## src/hw/rtl/spq_pkg.sv

```systemverilog
// Shared types and codes for the stable priority queue.
`timescale 1ns / 1ps

package spq_pkg;

    // One stored entry: weight is the sort key, value rides along.
    typedef struct packed {
        logic signed [31:0] weight;
        logic signed [31:0] value;
    } t_entry;

    typedef enum logic {
        CMD_ENQUEUE = 1'b0,
        CMD_DEQUEUE = 1'b1
    } t_cmd;

    typedef enum logic [1:0] {
        ST_DONE  = 2'd0,
        ST_EMPTY = 2'd1,
        ST_FULL  = 2'd2
    } t_status;

    typedef enum logic [4:0] {
        S_IDLE  = 5'b00001,
        S_WALK  = 5'b00010,
        S_PLACE = 5'b00100,
        S_DEQ   = 5'b01000,
        S_RESP  = 5'b10000
    } t_state;

    localparam int unsigned OCC_W = 6;

endpackage

```

## src/hw/rtl/spq_ram.sv

```systemverilog
// Generic single-write, single-read RAM with registered read data.
`timescale 1ns / 1ps

module spq_ram #(
    parameter int unsigned WIDTH = 64,
    parameter int unsigned DEPTH = 32
) (
    input  logic                     i_clk,
    input  logic                     i_we,
    input  logic [$clog2(DEPTH)-1:0] i_waddr,
    input  logic [WIDTH-1:0]         i_wdata,
    input  logic [$clog2(DEPTH)-1:0] i_raddr,
    output logic [WIDTH-1:0]         o_rdata
);

    logic [WIDTH-1:0] r_mem [DEPTH];
    logic [WIDTH-1:0] r_rdata;

    always_ff @(posedge i_clk) begin
        if (i_we) begin
            r_mem[i_waddr] <= i_wdata;
        end
        r_rdata <= r_mem[i_raddr];
    end

    assign o_rdata = r_rdata;

endmodule

```

## src/hw/rtl/stable_priority_queue.sv

```systemverilog
// Top level of the stable priority queue: control, pointers and entry store.
`timescale 1ns / 1ps

// Stable sorted priority queue holding up to CAPACITY entries of value and weight.
// Input channel (i_in_valid / o_in_stall): one transaction is one command;
// enqueue inserts {value, weight} after every entry of equal or smaller weight,
// dequeue removes the front entry (smallest weight, oldest among equals).
// Output channel (o_out_valid / i_out_stall): exactly one result transaction per
// command, carrying the dequeued value and weight (zero otherwise), a status
// (done, dequeue on empty, enqueue refused because full) and the occupancy after
// the command.
// Entries sit in a circular buffer in one RAM with a registered read. Dequeue
// advances the head pointer and reads the front entry. Enqueue walks backwards
// from the tail, one stored entry per cycle, moving each heavier entry up a slot
// until its place is found. An enqueue into an empty queue and refused or
// empty-queue commands go straight to the result.
// One command is in work at a time; the input is stalled until its result has
// been placed in the output register, so a new command may be taken while that
// result still waits. A stalled output holds its result unchanged.
// Reset empties the queue at once (pointers and count cleared); stored entries
// need no clearing as only occupied slots are ever read.

module stable_priority_queue #(
    parameter int unsigned CAPACITY = 32
) (
    input  logic               i_clk,
    input  logic               i_rst_n,
    input  logic               i_in_valid,
    output logic               o_in_stall,
    input  logic               i_command,
    input  logic signed [31:0] i_item_value,
    input  logic signed [31:0] i_item_weight,
    output logic               o_out_valid,
    input  logic               i_out_stall,
    output logic signed [31:0] o_out_value,
    output logic signed [31:0] o_out_weight,
    output logic [1:0]         o_status,
    output logic [5:0]         o_occupancy
);

    import spq_pkg::*;

    localparam int unsigned AW = $clog2(CAPACITY);
    localparam int unsigned CW = $clog2(CAPACITY + 1);

    // Circular index arithmetic on a buffer of CAPACITY slots.
    function automatic logic [AW-1:0] idx_next(input logic [AW-1:0] x);
        return (x == AW'(CAPACITY - 1)) ? '0 : x + AW'(1);
    endfunction

    function automatic logic [AW-1:0] idx_prev(input logic [AW-1:0] x);
        return (x == '0) ? AW'(CAPACITY - 1) : x - AW'(1);
    endfunction

    // Control state
    t_state        r_state, n_state;
    logic [AW-1:0] r_head, n_head;   // slot of the front entry
    logic [AW-1:0] r_tail, n_tail;   // first free slot
    logic [CW-1:0] r_count, n_count;
    logic [AW-1:0] r_hole, n_hole;   // free slot during the insertion walk
    logic          r_out_valid;

    // Payload held through a command
    t_entry        r_new, n_new;
    t_entry        r_res, n_res;
    t_status       r_res_status, n_res_status;

    // Output register
    logic signed [31:0] r_out_value;
    logic signed [31:0] r_out_weight;
    t_status            r_out_status;
    logic [OCC_W-1:0]   r_out_occ;

    // RAM port signals
    logic          ram_we;
    logic [AW-1:0] ram_waddr;
    t_entry        ram_wdata;
    logic [AW-1:0] ram_raddr;
    t_entry        ram_rdata;

    logic          in_accept;
    logic          out_free;
    logic          load_out;
    logic [AW-1:0] walk_slot;
    t_entry        in_entry;

    spq_ram #(
        .WIDTH ($bits(t_entry)),
        .DEPTH (CAPACITY)
    ) u_store (
        .i_clk   (i_clk),
        .i_we    (ram_we),
        .i_waddr (ram_waddr),
        .i_wdata (ram_wdata),
        .i_raddr (ram_raddr),
        .o_rdata (ram_rdata)
    );

    assign o_in_stall = (r_state != S_IDLE);
    assign in_accept  = i_in_valid && (r_state == S_IDLE);
    assign out_free   = !r_out_valid || !i_out_stall;
    assign load_out   = (r_state == S_RESP) && out_free;
    // slot whose entry is on the read port while walking
    assign walk_slot  = idx_prev(r_hole);
    assign in_entry   = '{weight: i_item_weight, value: i_item_value};

    always_comb begin
        n_state      = r_state;
        n_head       = r_head;
        n_tail       = r_tail;
        n_count      = r_count;
        n_hole       = r_hole;
        n_new        = r_new;
        n_res        = r_res;
        n_res_status = r_res_status;
        ram_we       = 1'b0;
        ram_waddr    = r_hole;
        ram_wdata    = r_new;
        ram_raddr    = walk_slot;

        unique case (r_state)
            S_IDLE: begin
                n_new        = in_entry;
                n_res        = '0;
                n_res_status = ST_DONE;
                if (i_command == CMD_DEQUEUE) begin
                    ram_raddr = r_head;
                end else begin
                    ram_raddr = idx_prev(r_tail);
                end
                if (in_accept) begin
                    if (i_command == CMD_DEQUEUE) begin
                        if (r_count == '0) begin
                            n_res_status = ST_EMPTY;
                            n_state      = S_RESP;
                        end else begin
                            // front entry arrives on the read port next cycle
                            n_head  = idx_next(r_head);
                            n_count = r_count - CW'(1);
                            n_state = S_DEQ;
                        end
                    end else if (r_count == CW'(CAPACITY)) begin
                        n_res_status = ST_FULL;
                        n_state      = S_RESP;
                    end else begin
                        n_tail  = idx_next(r_tail);
                        n_count = r_count + CW'(1);
                        if (r_count == '0) begin
                            // empty queue: store straight into the free slot
                            ram_we    = 1'b1;
                            ram_waddr = r_tail;
                            ram_wdata = in_entry;
                            n_state   = S_RESP;
                        end else begin
                            n_hole  = r_tail;
                            n_state = S_WALK;
                        end
                    end
                end
            end
            S_WALK: begin
                ram_we    = 1'b1;
                ram_waddr = r_hole;
                if (ram_rdata.weight > r_new.weight) begin
                    // move the heavier entry up and follow it down
                    ram_wdata = ram_rdata;
                    n_hole    = walk_slot;
                    ram_raddr = idx_prev(walk_slot);
                    if (walk_slot == r_head) begin
                        n_state = S_PLACE;
                    end
                end else begin
                    ram_wdata = r_new;
                    n_state   = S_RESP;
                end
            end
            S_PLACE: begin
                ram_we    = 1'b1;
                ram_wdata = r_new;
                n_state   = S_RESP;
            end
            S_DEQ: begin
                n_res   = ram_rdata;
                n_state = S_RESP;
            end
            S_RESP: begin
                if (out_free) begin
                    n_state = S_IDLE;
                end
            end
            default: begin
                n_state = S_IDLE;
            end
        endcase
    end

    always_ff @(posedge i_clk) begin
        if (!i_rst_n) begin
            r_state     <= S_IDLE;
            r_head      <= '0;
            r_tail      <= '0;
            r_count     <= '0;
            r_hole      <= '0;
            r_out_valid <= 1'b0;
        end else begin
            r_state <= n_state;
            r_head  <= n_head;
            r_tail  <= n_tail;
            r_count <= n_count;
            r_hole  <= n_hole;
            if (load_out) begin
                r_out_valid <= 1'b1;
            end else if (!i_out_stall) begin
                r_out_valid <= 1'b0;
            end
        end
    end

    // Hold the command payload and the result; no reset needed.
    always_ff @(posedge i_clk) begin
        r_new        <= n_new;
        r_res        <= n_res;
        r_res_status <= n_res_status;
        if (load_out) begin
            r_out_value  <= r_res.value;
            r_out_weight <= r_res.weight;
            r_out_status <= r_res_status;
            r_out_occ    <= OCC_W'(r_count);
        end
    end

    assign o_out_valid  = r_out_valid;
    assign o_out_value  = r_out_value;
    assign o_out_weight = r_out_weight;
    assign o_status     = r_out_status;
    assign o_occupancy  = r_out_occ;

endmodule
```

## config.mk

```make
export PLATFORM = sky130hd
export DESIGN_NAME = stable_priority_queue
export DESIGN_NICKNAME = d
export VERILOG_FILES = /design/src/hw/rtl/spq_pkg.sv /design/src/hw/rtl/spq_ram.sv /design/src/hw/rtl/stable_priority_queue.sv
export SDC_FILE = /design/constraint.sdc
export NUM_CORES = 2
export LEC_CHECK = 0
export ABC_AREA = 1
export CAP_MARGIN = 0
export CELL_PAD_IN_SITES_DETAIL_PLACEMENT = 0
export CELL_PAD_IN_SITES_GLOBAL_PLACEMENT = 1
export CORE_ASPECT_RATIO = 2
export CORE_MARGIN = 3
export CORE_UTILIZATION = 56
export DETAILED_ROUTE_END_ITERATION = 16
export DONT_BUFFER_PORTS = 1
export HOLD_SLACK_MARGIN = 0.06
export PLACE_DENSITY = 0.91
export SETUP_SLACK_MARGIN = 0.05
export SYNTH_ARGS = -nofsm -noshare
export SYNTH_HDL_FRONTEND = slang
export SYNTH_SLANG_ARGS = --single-unit
```

## constraint.sdc

```tcl
create_clock -name i_clk -period 11.68 [get_ports i_clk]
set_input_delay 1.168 -clock i_clk [delete_from_list [all_inputs] [get_ports i_clk]]
set_output_delay 1.168 -clock i_clk [all_outputs]
set_load 0.005 [all_outputs]
```

==> results.yml <==
grt:
  antenna_found_initial: 8
  grt_pass1_vias: 64000
  grt_max_degree: 202
  track_usage: 0.3067
  overflow: 0
  grt_pass1_wl_mm: 405.5
detailed_routing:
  wl_per_cell_um: 26.84
  vias: 66330
  routed_wl_mm: 278.4
  post-route-drc-count: 0
  dr.pass1.iters: 8
  detail-route-antenna-nets: 0
  viasPerCell: 6.394
  drtIter0Drc: 9670
worst_setup_path:
  cp_top_family: "buffers and inverters"
  cp_slowest_stage_delay_ns: 0.99
  crit_fanout: 44
  crit_chain: "nor2_2 > inv_2 > nor4_4 > inv_2 > nor2_1 > inv_1 > nor2_1 > inv_1 > nor2_4 > buf_4 > clkinv_2 > nand3_1 > nand3_1 > nor2_4 > buf_4 > buf_4"
  crit_required_ns: 12.17
  cp_num_buf_inv: 8
  crit_type: "reg -> reg"
  cp-end-kind: "flop"
  r2r_slack_ns: 4.97
  rr_worst_depth: 16
  timing.rr.start: "r_state[3]"
  r2r-end: "u_store.r_mem[2][18]"
  path_common_cell: "buf_4"
  cpMaxStageDelayCell: "nor2_4"
  arrival_ns: 7.20
  start_kind: "flop"
logic_synthesis:
  synth-seq-cells: 2341
  synth_ff_type: "edfxtp_1"
  synthTopCellsByCount: "nand3_1, edfxtp_1, nand2_1"
  synth_nets: 8266
  ys_warn_count: 0
  syn_inst: 8151
  synth_cell_types: 46
  synth_top_area_share: 0.6995
  synth_edf_count: 2250
  synth_area_per_cell_um2: 11.85
  synth_area_um2: 96590
  synth_area_leader_cell: "edfxtp_1"
  async_flop_share: 0
  synth.most_common_cell: "nand3_1"
  ys_seq_area_frac: 0.7184
  yosys-top-cells-area: "edfxtp_1, nand3_1, nand2_1"
sta:
  fin_setup_tns_ns: 0
  fin_skew_ns: 0.05998
  fmax_ghz: 0.1491
  report.final.slew_viol_count: 0
  tightest_slew_ns: 1.458
  min_period_ns: 6.705
  fin_crit_sh: 0.5741
  slew-limit-headroom: 0.02814
  final_hold_viol_count: 0
  setup_viol: 0
  rsz0062_at_grt: "false"
placement:
  gp_congestion: 0.8622
  placed_cells: 10000
  dp_hpwl_mm: 136.7
  placed_area_um2: 98800
  portBuffers: 0
clock_tree:
  cts_resized: 0
  h-tree-depth: 4
  clk_pin_slew_ns: 0.07
  clockBufferDepth: 4
  tritoncts: "built"
  hold_buffers: 0
  insertion_delay_ns: 0.86
  numClockSinks: 2341
  cts_setup_buffers: 0
  cts-root-buf: "clkbuf_16"
  numCtsBuffers: 198
floorplanning:
  dieArea_um2: 177800
  rows: 215
  start_util: 0.5637
  fp.dieW_um: 299.7
  core_area_um2: 171400
  die_h_um: 593.3
  io-pin-count: 143
cells_and_area:
  syn_to_final_growth_pct: 9.161
  fin_nets: 8045
  fin_cells: 10370
  stdcell_area_um2: 105400
  drive_above_1_share: 0.07052
worst_hold_path:
  worstHoldStart: "r_res[10]"
  whs_endpoint: "o_out_value[10]"
  holdCritPathClass: "reg -> reg"
  holdPathStages: 0
flow_run:
  cap_violations: 0
status:
  status: "finished, final reports clean"
worst max path at each step:
| stage | slack (ns) | startpoint | end | cells after the start |
|---|---|---|---|---|
| final | 4.97 | r_state[3] | u_store.r_mem[2][18] | 16 |
| after global routing | 4.83 | r_state[2] | u_store.r_mem[2][45] | 16 |
| after CTS | 5.08 | r_state[3] | u_store.r_mem[2][16] | 16 |
| after detailed placement | 4.96 | i_in_valid | u_store.r_mem[2][20] | 13 |
| after global placement | 4.95 | i_in_valid | u_store.r_mem[2][19] | 13 |
| after floorplan | 6.12 | i_in_valid | u_store.r_mem[0][0] | 13 |
sequential cells by signal, summed over array words and instances, names as in the netlist:
signal,flops
u_store.r_mem,2048
r_new,64
r_res,64
u_store.o_rdata,64
o_out_value,32
o_out_weight,32
o_occupancy,6
r_count,6
r_head,5
r_hole,5
r_state,5
r_tail,5
o_status,2
r_res_status,2
o_out_valid,1
final cells by class:
type	instances	area [µm²]
Sequential cell	2341	69390
Fill cell	12650	65920
Multi-Input combinational cell	4893	24110
Clock buffer	231	5192
Tap cell	2278	2850
Inverter	353	1351
Timing Repair Buffer	143	1275
Clock inverter	122	1236
Antenna cell	13	32.53
per-stage QoR:
| step | worst slack, ns | hold slack (ns) | utilization |
|---|---|---|---|
| 2_1_floorplan | 6.115 | 0.4003 | - |
| 3_3_place_gp | 4.955 | 0.4010 | 0.5766 |
| 3_5_place_dp | 4.962 | 0.4045 | 0.5766 |
| 4_1_cts | 5.082 | 0.3638 | 0.6141 |
| 5_1_grt | 4.826 | 0.3826 | 0.6151 |
| 6_report | 4.975 | 0.4030 | 0.6153 |
layout by cell type (no fill, tap or decap), types with 22 or more instances in the layout:
cell and instances:
o221ai_2 52, o21ai_0 61, clkbuf_16 201, clkbuf_1 25
inv_1 343, buf_4 125, edfxtp_1 2250, bufinv_16 22
ha_1 45, nand3b_1 194, o211ai_1 33, dfxtp_1 91
clkinv_2 37, nand3_1 2332, nor2_4 36, nand2_1 1876
nor2_1 140, a21oi_1 36, clkinv_1 30
cell families after synthesis:
kind of cell               Yosys count  synth area share
buffers and inverters              917           0.04096
xor gates and xnor gates            12          0.001088
DFF                               2341            0.7184
adders and majority gates           46          0.006036
AOI/OAI and AO/OA                  219           0.01519
and+or+nand+nor                   4616            0.2184
worst reg2reg max path: cells and delay by family (launching register included):
kind | cells | cell delay, ns
buffers and inverters | 8 | 3.15
and+or+nand+nor | 8 | 2.85
DFF | 1 | 0.34
routing by layer:
layer	GRT usage	share of wire
met1	0.3876	0.34
met2	0.5149	0.49
met3	0.04786	0.11
met4	0.1599	0.056
met5	0	0.00015
Power is left out: the tool's default activity adds up to more than one toggle a clock period on the data nets, which glitch-free logic cannot reach.
